### config.mk
export PLATFORM = sky130hd
export DESIGN_NAME = deque_with_reverse
export DESIGN_NICKNAME = d
export VERILOG_FILES = /design/src/dqr_pkg.sv /design/src/dqr_ring.sv /design/src/deque_with_reverse.sv
export SDC_FILE = /design/constraint.sdc
export NUM_CORES = 1
export LEC_CHECK = 0
export BUFFER_PORTS_ARGS = -buffer_cell sky130_fd_sc_hd__buf_2
export CAP_MARGIN = 5
export CORE_MARGIN = 5
export CORE_UTILIZATION = 50
export DETAILED_ROUTE_END_ITERATION = 7
export PLACE_DENSITY = 0.76
export SYNTH_ARGS = -nofsm -noshare
export SYNTH_HDL_FRONTEND = slang
export SYNTH_SLANG_ARGS = --single-unit
### constraint.sdc
create_clock -name clk -period 4.74 [get_ports clk]
set_input_delay 0.237 -clock clk [delete_from_list [all_inputs] [get_ports clk]]
set_output_delay 0.237 -clock clk [all_outputs]
set_load 0.01 [all_outputs]
### src/dqr_pkg.sv
// ----------------------------------------------------------------------------
// dqr_pkg: shared types for the reversible deque
// Request and result item types, operation and status codes, FSM states.
// ----------------------------------------------------------------------------
package dqr_pkg;

  // default number of ring slots
  localparam int unsigned DEPTH_DEF = 16;

  // operation codes
  typedef enum logic [1:0] {
    KIND_INS_HEAD = 2'd0,
    KIND_INS_TAIL = 2'd1,
    KIND_REM_HEAD = 2'd2,
    KIND_REVERSE  = 2'd3
  } kind_t;

  // result status codes
  typedef enum logic [1:0] {
    ST_DONE  = 2'd0,
    ST_FULL  = 2'd1,
    ST_EMPTY = 2'd2
  } status_t;

  // control states of the top level
  typedef enum logic {
    S_IDLE = 1'b0,
    S_WAIT = 1'b1
  } state_t;

  typedef struct packed {
    kind_t              kind;
    logic signed [31:0] value;
  } in_item_t;

  typedef struct packed {
    status_t            status;
    logic signed [31:0] removed_value;
    logic        [4:0]  count;
  } out_item_t;

  // operation issued to the ring
  typedef struct packed {
    logic     valid;
    in_item_t item;
  } ring_req_t;

endpackage

### src/dqr_ring.sv
// ----------------------------------------------------------------------------
// dqr_ring: ring storage and pointers of the reversible deque
// Holds the entry memory, front/back pointers, count and direction flag.
// Applies one request per cycle; the result is valid the cycle after.
// ----------------------------------------------------------------------------
module dqr_ring #(
  parameter int unsigned DEPTH = dqr_pkg::DEPTH_DEF
) (
  input  logic                clk,
  input  logic                rst_n,
  input  dqr_pkg::ring_req_t  req,
  output dqr_pkg::out_item_t  resp
);

  localparam int unsigned IDX_W = $clog2(DEPTH);
  localparam int unsigned CNT_W = $clog2(DEPTH + 1);
  localparam logic [IDX_W-1:0] LAST_IDX = IDX_W'(DEPTH - 1);
  localparam logic [CNT_W-1:0] FULL_CNT = CNT_W'(DEPTH);

  function automatic logic [IDX_W-1:0] ring_inc(input logic [IDX_W-1:0] i);
    ring_inc = (i == LAST_IDX) ? '0 : i + 1'b1;
  endfunction

  function automatic logic [IDX_W-1:0] ring_dec(input logic [IDX_W-1:0] i);
    ring_dec = (i == '0) ? LAST_IDX : i - 1'b1;
  endfunction

  logic signed [31:0] mem [DEPTH];

  logic [IDX_W-1:0]   front_r, front_nxt;
  logic [IDX_W-1:0]   back_r, back_nxt;
  logic [CNT_W-1:0]   count_r, count_nxt;
  logic               rev_r, rev_nxt;
  dqr_pkg::status_t   status_r, status_nxt;
  logic               pop_ok_r, pop_ok_nxt;
  logic signed [31:0] rd_data_r;

  logic               wr_en, rd_en;
  logic [IDX_W-1:0]   wr_addr, rd_addr;
  logic               full, empty;
  logic [CNT_W+4:0]   count_ext;

  assign full  = (count_r == FULL_CNT);
  assign empty = (count_r == '0);

  // decode the request into pointer moves and memory accesses
  always_comb begin
    front_nxt  = front_r;
    back_nxt   = back_r;
    count_nxt  = count_r;
    rev_nxt    = rev_r;
    status_nxt = status_r;
    pop_ok_nxt = pop_ok_r;
    wr_en      = 1'b0;
    rd_en      = 1'b0;
    wr_addr    = back_r;
    rd_addr    = front_r;
    if (req.valid) begin
      status_nxt = dqr_pkg::ST_DONE;
      pop_ok_nxt = 1'b0;
      unique case (req.item.kind)
        dqr_pkg::KIND_INS_HEAD,
        dqr_pkg::KIND_INS_TAIL: begin
          if (full) begin
            status_nxt = dqr_pkg::ST_FULL;
          end else begin
            wr_en     = 1'b1;
            count_nxt = count_r + 1'b1;
            // head insert goes to the physical front unless reversed
            if ((req.item.kind == dqr_pkg::KIND_INS_HEAD) != rev_r) begin
              front_nxt = ring_dec(front_r);
              wr_addr   = ring_dec(front_r);
            end else begin
              wr_addr  = back_r;
              back_nxt = ring_inc(back_r);
            end
          end
        end
        dqr_pkg::KIND_REM_HEAD: begin
          if (empty) begin
            status_nxt = dqr_pkg::ST_EMPTY;
          end else begin
            rd_en      = 1'b1;
            pop_ok_nxt = 1'b1;
            count_nxt  = count_r - 1'b1;
            if (rev_r) begin
              back_nxt = ring_dec(back_r);
              rd_addr  = ring_dec(back_r);
            end else begin
              rd_addr   = front_r;
              front_nxt = ring_inc(front_r);
            end
          end
        end
        dqr_pkg::KIND_REVERSE: begin
          // flip only when the order can actually change
          if (count_r >= CNT_W'(2)) begin
            rev_nxt = ~rev_r;
          end
        end
        default: begin
          status_nxt = dqr_pkg::ST_DONE;
        end
      endcase
    end
  end

  // control state
  always_ff @(posedge clk) begin
    if (!rst_n) begin
      front_r  <= '0;
      back_r   <= '0;
      count_r  <= '0;
      rev_r    <= 1'b0;
      status_r <= dqr_pkg::ST_DONE;
      pop_ok_r <= 1'b0;
    end else begin
      front_r  <= front_nxt;
      back_r   <= back_nxt;
      count_r  <= count_nxt;
      rev_r    <= rev_nxt;
      status_r <= status_nxt;
      pop_ok_r <= pop_ok_nxt;
    end
  end

  // entry memory: one write port, one registered read port
  always_ff @(posedge clk) begin
    if (wr_en) begin
      mem[wr_addr] <= req.item.value;
    end
    if (rd_en) begin
      rd_data_r <= mem[rd_addr];
    end
  end

  // build the result from the registered state
  assign count_ext          = {5'b0, count_r};
  assign resp.status        = status_r;
  assign resp.removed_value = pop_ok_r ? rd_data_r : 32'sd0;
  assign resp.count         = count_ext[4:0];

`ifndef SYNTHESIS
  a_count_bound : assert property (@(posedge clk) disable iff (!rst_n)
    count_r <= FULL_CNT)
    else $error("deque count above depth");

  a_ptr_meet : assert property (@(posedge clk) disable iff (!rst_n)
    (empty || full) |-> (front_r == back_r))
    else $error("pointers disagree with empty or full count");

  a_rev_guard : assert property (@(posedge clk) disable iff (!rst_n)
    ($past(rst_n) && (rev_r != $past(rev_r))) |-> ($past(count_r) >= CNT_W'(2)))
    else $error("direction flipped with fewer than two entries");

  a_pop_needs_entry : assert property (@(posedge clk) disable iff (!rst_n)
    rd_en |-> !empty)
    else $error("memory read issued on empty deque");
`endif

endmodule

### src/deque_with_reverse.sv
// ----------------------------------------------------------------------------
// deque_with_reverse: bounded double-ended queue with O(1) reverse
// Top level: request/result handshakes, sequencing and output register.
// ----------------------------------------------------------------------------
// Usage:
//   in_data carries one operation per request (insert head, insert tail,
//   remove head, reverse) with its value. out_data returns exactly one
//   result per request: status, the removed value (zero unless a remove
//   succeeded) and the entry count after the operation.
//   Both channels use valid/ready; a request is taken when in_valid and
//   in_ready are high at a rising edge, a result likewise on out_*.
// Sequencing:
//   After a request is taken, the ring registers the result, then the
//   output register loads it and out_valid rises. The block takes no new
//   request until that load, as only one request is in flight.
// Reset:
//   rst_n (synchronous, active low) empties the deque, clears the reverse
//   flag and drops any pending result. Memory contents are not cleared.
// Stalls:
//   A result held by a low out_ready sits in the output register while the
//   next request is still taken; its result waits in the ring until the
//   output register frees.
// ----------------------------------------------------------------------------
module deque_with_reverse #(
  parameter int unsigned DEPTH = dqr_pkg::DEPTH_DEF
) (
  input  logic               clk,
  input  logic               rst_n,
  input  logic               in_valid,
  output logic               in_ready,
  input  dqr_pkg::in_item_t  in_data,
  output logic               out_valid,
  input  logic               out_ready,
  output dqr_pkg::out_item_t out_data
);

  dqr_pkg::state_t    state_r, state_nxt;
  dqr_pkg::ring_req_t req;
  dqr_pkg::out_item_t resp;
  dqr_pkg::out_item_t out_data_r;
  logic               out_valid_r, out_valid_nxt;
  logic               load_out;

  dqr_ring #(
    .DEPTH (DEPTH)
  ) u_ring (
    .clk   (clk),
    .rst_n (rst_n),
    .req   (req),
    .resp  (resp)
  );

  // next state
  always_comb begin
    state_nxt = state_r;
    unique case (state_r)
      dqr_pkg::S_IDLE: begin
        if (in_valid) begin
          state_nxt = dqr_pkg::S_WAIT;
        end
      end
      dqr_pkg::S_WAIT: begin
        if (!out_valid_r || out_ready) begin
          state_nxt = dqr_pkg::S_IDLE;
        end
      end
      default: begin
        state_nxt = dqr_pkg::S_IDLE;
      end
    endcase
  end

  // outputs of the sequencer
  always_comb begin
    in_ready  = 1'b0;
    load_out  = 1'b0;
    unique case (state_r)
      dqr_pkg::S_IDLE: begin
        in_ready = 1'b1;
      end
      dqr_pkg::S_WAIT: begin
        load_out = !out_valid_r || out_ready;
      end
      default: begin
        in_ready = 1'b0;
      end
    endcase
    req.valid = in_valid && in_ready;
    req.item  = in_data;
  end

  // hold the result until the receiver takes it
  always_comb begin
    out_valid_nxt = out_valid_r;
    if (load_out) begin
      out_valid_nxt = 1'b1;
    end else if (out_ready) begin
      out_valid_nxt = 1'b0;
    end
  end

  always_ff @(posedge clk) begin
    if (!rst_n) begin
      state_r     <= dqr_pkg::S_IDLE;
      out_valid_r <= 1'b0;
    end else begin
      state_r     <= state_nxt;
      out_valid_r <= out_valid_nxt;
    end
  end

  always_ff @(posedge clk) begin
    if (load_out) begin
      out_data_r <= resp;
    end
  end

  assign out_valid = out_valid_r;
  assign out_data  = out_data_r;

`ifndef SYNTHESIS
  a_no_overwrite : assert property (@(posedge clk) disable iff (!rst_n)
    load_out |-> (!out_valid_r || out_ready))
    else $error("pending result overwritten");

  a_one_in_flight : assert property (@(posedge clk) disable iff (!rst_n)
    req.valid |=> (state_r == dqr_pkg::S_WAIT))
    else $error("request taken without waiting for its result");

  a_wait_resolves : assert property (@(posedge clk) disable iff (!rst_n)
    ((state_r == dqr_pkg::S_WAIT) && !out_valid_r) |=> out_valid_r)
    else $error("result not delivered to a free output register");
`endif

endmodule

==> impl_results.md <==
* Rel. slew slack at 20.7%
* Slowest CP cell: sky130_fd_sc_hd__a2111oi_2
* Vias per cell at 6.54
* Post-synthesis to final-layout area growth at 13.9%
* Adder-cell share of the synthesized area at less than 1%
* Setup Buffers After CTS at 0
* TritonRoute pass-1 iters at 5
* Routability congestion estimate at 0.785
* Worst path buffer plus inverter count at 1
* Cell count of the worst reg-to-reg path at 6
* Reg clk slew, reported paths at 0.06 ns
* Die Y at 244 um
* Post-placement worst setup slack at 1.26 ns
* Total via count in the routed design at 15.0k
* Area after DPL at 28,900 um^2
* H-tree depth reported by CTS at 2
* Num CTS Buffers at 58
* Proportion of synthesized chip area in sequential cells at 65.2%
* Diodes inserted at 0
* Global-route wire length before repair at approximately 95,000 um
* Endpoint of the worst register-to-register path: u_ring.mem[5][15]
* Critical register-to-register path startpoint: u_ring.rev_r
* Final routed DRC violation total at 0
* Number of library cell types mapped by synthesis at 54
* Share of async-settable or async-resettable flops after synthesis at 0%
* Layout cells sized above 1 at about 33%
* GRT Total Usage at around a fifth
* Class of the worst hold path: in2reg
* Post-synthesis compound-gate area fraction at under 10%
* RSZ-0062 raised after global routing: no
* Final max-slew violation count at 0
* Design Power at 0.0119 W
* Data arrival time of the critical path at around 3.8 ns
* Fraction of post-synthesis cell area in the top cell type by area at 63.9%
* Final std cell area, no fill at around 31,000 um^2
* Leakage power at 9.63 nW
* Start point of the worst hold path: in_data[1]
* Drt total wl at 62,400 um
* Number of storage elements in the synthesis netlist at 602
* Largest net degree at the start of global routing at 90
* Clock tree root buffer cell: sky130_fd_sc_hd__clkbuf_16
* Setup TNS Final at 0 ns
* Hold Path Depth at 1
* Std-Cell Core Area at 54,000 um^2
* Summed instance area of the synthesized netlist at 27,400 um^2
* Overall overflow remaining after global route at 0
* Capturing element type of the critical path: flip-flop
* Final ANT Viol Nets at 0
* Buffers added on ports at a little under 80
* Maximum count of clock buffers along a single path at 3
* WS Path Type: reg2reg
* Final HPWL from detailed placement at 35,700 um
* Family of cells with the greatest summed delay on the critical path: simple AND/OR/NAND/NOR gates
* Leading cell type in the layout, fill and taps excluded: sky130_fd_sc_hd__edfxtp_1
* Biggest area consumer among synthesized cells: sky130_fd_sc_hd__edfxtp_1
* Combinational family with the most area after synthesis: multiplexers
* Cell count after synthesis at 1,432
* Final period util at roughly three quarters
* Clock sink count at roughly 600
* Dominant cells by area after synthesis: sky130_fd_sc_hd__edfxtp_1, sky130_fd_sc_hd__mux4_2, sky130_fd_sc_hd__mux2i_1
* Mux cell area share after synthesis at roughly 24%
* Number of global-route vias before repair at 15.4k
* Die width at ~240 um
* Clock Latency Late Sink at 0.62 ns
* Nets at 1,594
* Maximum net fanout on the critical path at 17
* Number of max-cap violations at 0
* Initial cell density of the core at 50.7%
* Required time of the critical path at roughly 5.0 ns
* Maximum clock skew at final layout at 0.0181 ns
* Cell Rows at 85
* Hold EP: u_ring.mem[8][1]
* Finish-stage setup viols at 0
* Worst IR drop on VDD at 0.000288 V
* CP Launch Type: flip-flop
* Ordered list of cells on the worst path: xor2_1 -> a2111oi_2 -> mux2i_1 -> nand2_1 -> nor2_4 -> buf_12
* Number of warnings issued by yosys at 0
* Synthesized-area fraction occupied by xor and xnor cells at 0.288%
* EDFF count, synth at 583
* Number of antenna violations at the first check in global routing at 2
* Cell Pwr Density at 380 nW/um^2
* Post-Synthesis Net Count at about 1.5k
* Top achievable clock speed at 0.282 GHz
* Routed wire length per instance at 27.2 um
* Clock tree from TritonCTS: built
* Number of endpoints with negative hold slack in the final report at 0
* Register-to-Register Setup Slack at 1.20 ns
* Most used DFF post-synth: sky130_fd_sc_hd__edfxtp_1
* Tmin final at 3.54 ns
* Floorplan die area at between 50,000 and 60,000 um^2
* Most frequent cells in the layout: sky130_fd_sc_hd__edfxtp_1, sky130_fd_sc_hd__mux4_2, sky130_fd_sc_hd__nand2_1
* Pin slew with the least headroom to its limit at 1.19 ns
* Post-Syn Area per Cell at 19.1 um^2
* Min setup slack post-route at 1.20 ns
* Maximum cell stage delay along the critical path at between 0.7 and 0.8 ns
* Share of synthesized cell area in and, or, nand and nor gates at 4.19%
* First-iteration detailed-routing DRC count at 1,525
* Result of the run: finished, final reports clean
* Count of pins on the block boundary at 79
per-layer routing:
layer / part of all wire, % / up-vias / track usage [%]
met5: 0.021 / - / 0
met4: 2.0 / 2 / 5.58
met3: 8.0 / 95 / 3.52
met2: 50 / 697 / 34.4
met1: 40 / 7949 / 29.5
li1: - / 6244 / -
stage by stage:
stage	instances	hold slack [ns]	utilization, %
2_1_floorplan	1432	0.336	-
3_3_place_gp	2150	0.424	53.5
3_5_place_dp	2150	0.433	53.5
4_1_cts	2291	0.000798	57.8
5_1_grt	2291	0.0220	57.8
6_report	2291	0.0320	57.8
registers in the layout (all words and copies together), names as in the netlist:
register,flops
u_ring.front_r,4
u_ring.rd_data_r,32
u_ring.count_r,5
u_ring.status_r,2
u_ring.rev_r,1
u_ring.pop_ok_r,1
out_valid,1
out_data,39
state_r,1
u_ring.mem,512
u_ring.back_r,4
power breakdown:
part,internal (W),leakage [nW],switching [W],total [W]
combinational,0.000507,3.26,0.000627,0.00113
sequential,0.00593,5.42,0.0000510,0.00598
clock,0.00276,0.951,0.00199,0.00475
total,0.00920,9.63,0.00266,0.0119
cell type report:
| type | count | area, um^2 |
|---|---|---|
| clock inverters | 36 | 395 |
| well taps | 696 | 871 |
| fillers | 3857 | 22800 |
| repair buffers | 159 | 1230 |
| multi-input cells | 714 | 9220 |
| inverters | 13 | 48.8 |
| clock buffers | 71 | 1550 |
| flip-flops and latches | 602 | 17900 |
cell families after synthesis:
kind of cell / count (synthesis)
AO/OA/AOI/OAI: 113
XOR/XNOR: 9
adder cells (fa/ha/maj): 8
buffers and inverters: 116
flip-flops: 602
multiplexers: 341
AND/OR/NAND/NOR: 243
worst max path at each step:
stage	to	from	slack, ns	depth (start not counted)
floorplan	u_ring.rd_data_r[19]	u_ring.count_r[4]	0.46	7
global placement	u_ring.mem[5][9]	u_ring.rev_r	1.34	6
detailed placement	u_ring.mem[5][9]	u_ring.rev_r	1.26	6
CTS	u_ring.mem[5][15]	u_ring.rev_r	1.23	6
global route	u_ring.mem[5][15]	u_ring.rev_r	1.02	6
finish	u_ring.mem[5][15]	u_ring.rev_r	1.20	6
synthesized netlist by cell type, types with 7 or more instances:
| cell type | count |
|---|---|
| sky130_fd_sc_hd__clkbuf_1 | 63 |
| sky130_fd_sc_hd__nand3_1 | 20 |
| sky130_fd_sc_hd__ha_1 | 7 |
| sky130_fd_sc_hd__a221oi_2 | 24 |
| sky130_fd_sc_hd__edfxtp_1 | 583 |
| sky130_fd_sc_hd__inv_1 | 12 |
| sky130_fd_sc_hd__mux4_2 | 256 |
| sky130_fd_sc_hd__o21ai_0 | 8 |
| sky130_fd_sc_hd__and2_1 | 41 |
| sky130_fd_sc_hd__buf_1 | 7 |
| sky130_fd_sc_hd__nand2_1 | 111 |
| sky130_fd_sc_hd__dfxtp_1 | 19 |
| sky130_fd_sc_hd__and3_1 | 10 |
| sky130_fd_sc_hd__nand2b_1 | 8 |
| sky130_fd_sc_hd__nor2b_1 | 10 |
| sky130_fd_sc_hd__a32o_1 | 24 |
| sky130_fd_sc_hd__nor2_1 | 31 |
| sky130_fd_sc_hd__a21oi_1 | 20 |
| sky130_fd_sc_hd__a32oi_1 | 9 |
| sky130_fd_sc_hd__buf_2 | 24 |
| sky130_fd_sc_hd__mux2i_1 | 84 |
repair_timing:
item                                   4_1_cts  5_1_grt
resized for setup                            0        0
endpoints found under the hold margin      439        0
hold buffers                                34        0
No activity file was read; power rests on OpenSTA's default activity.
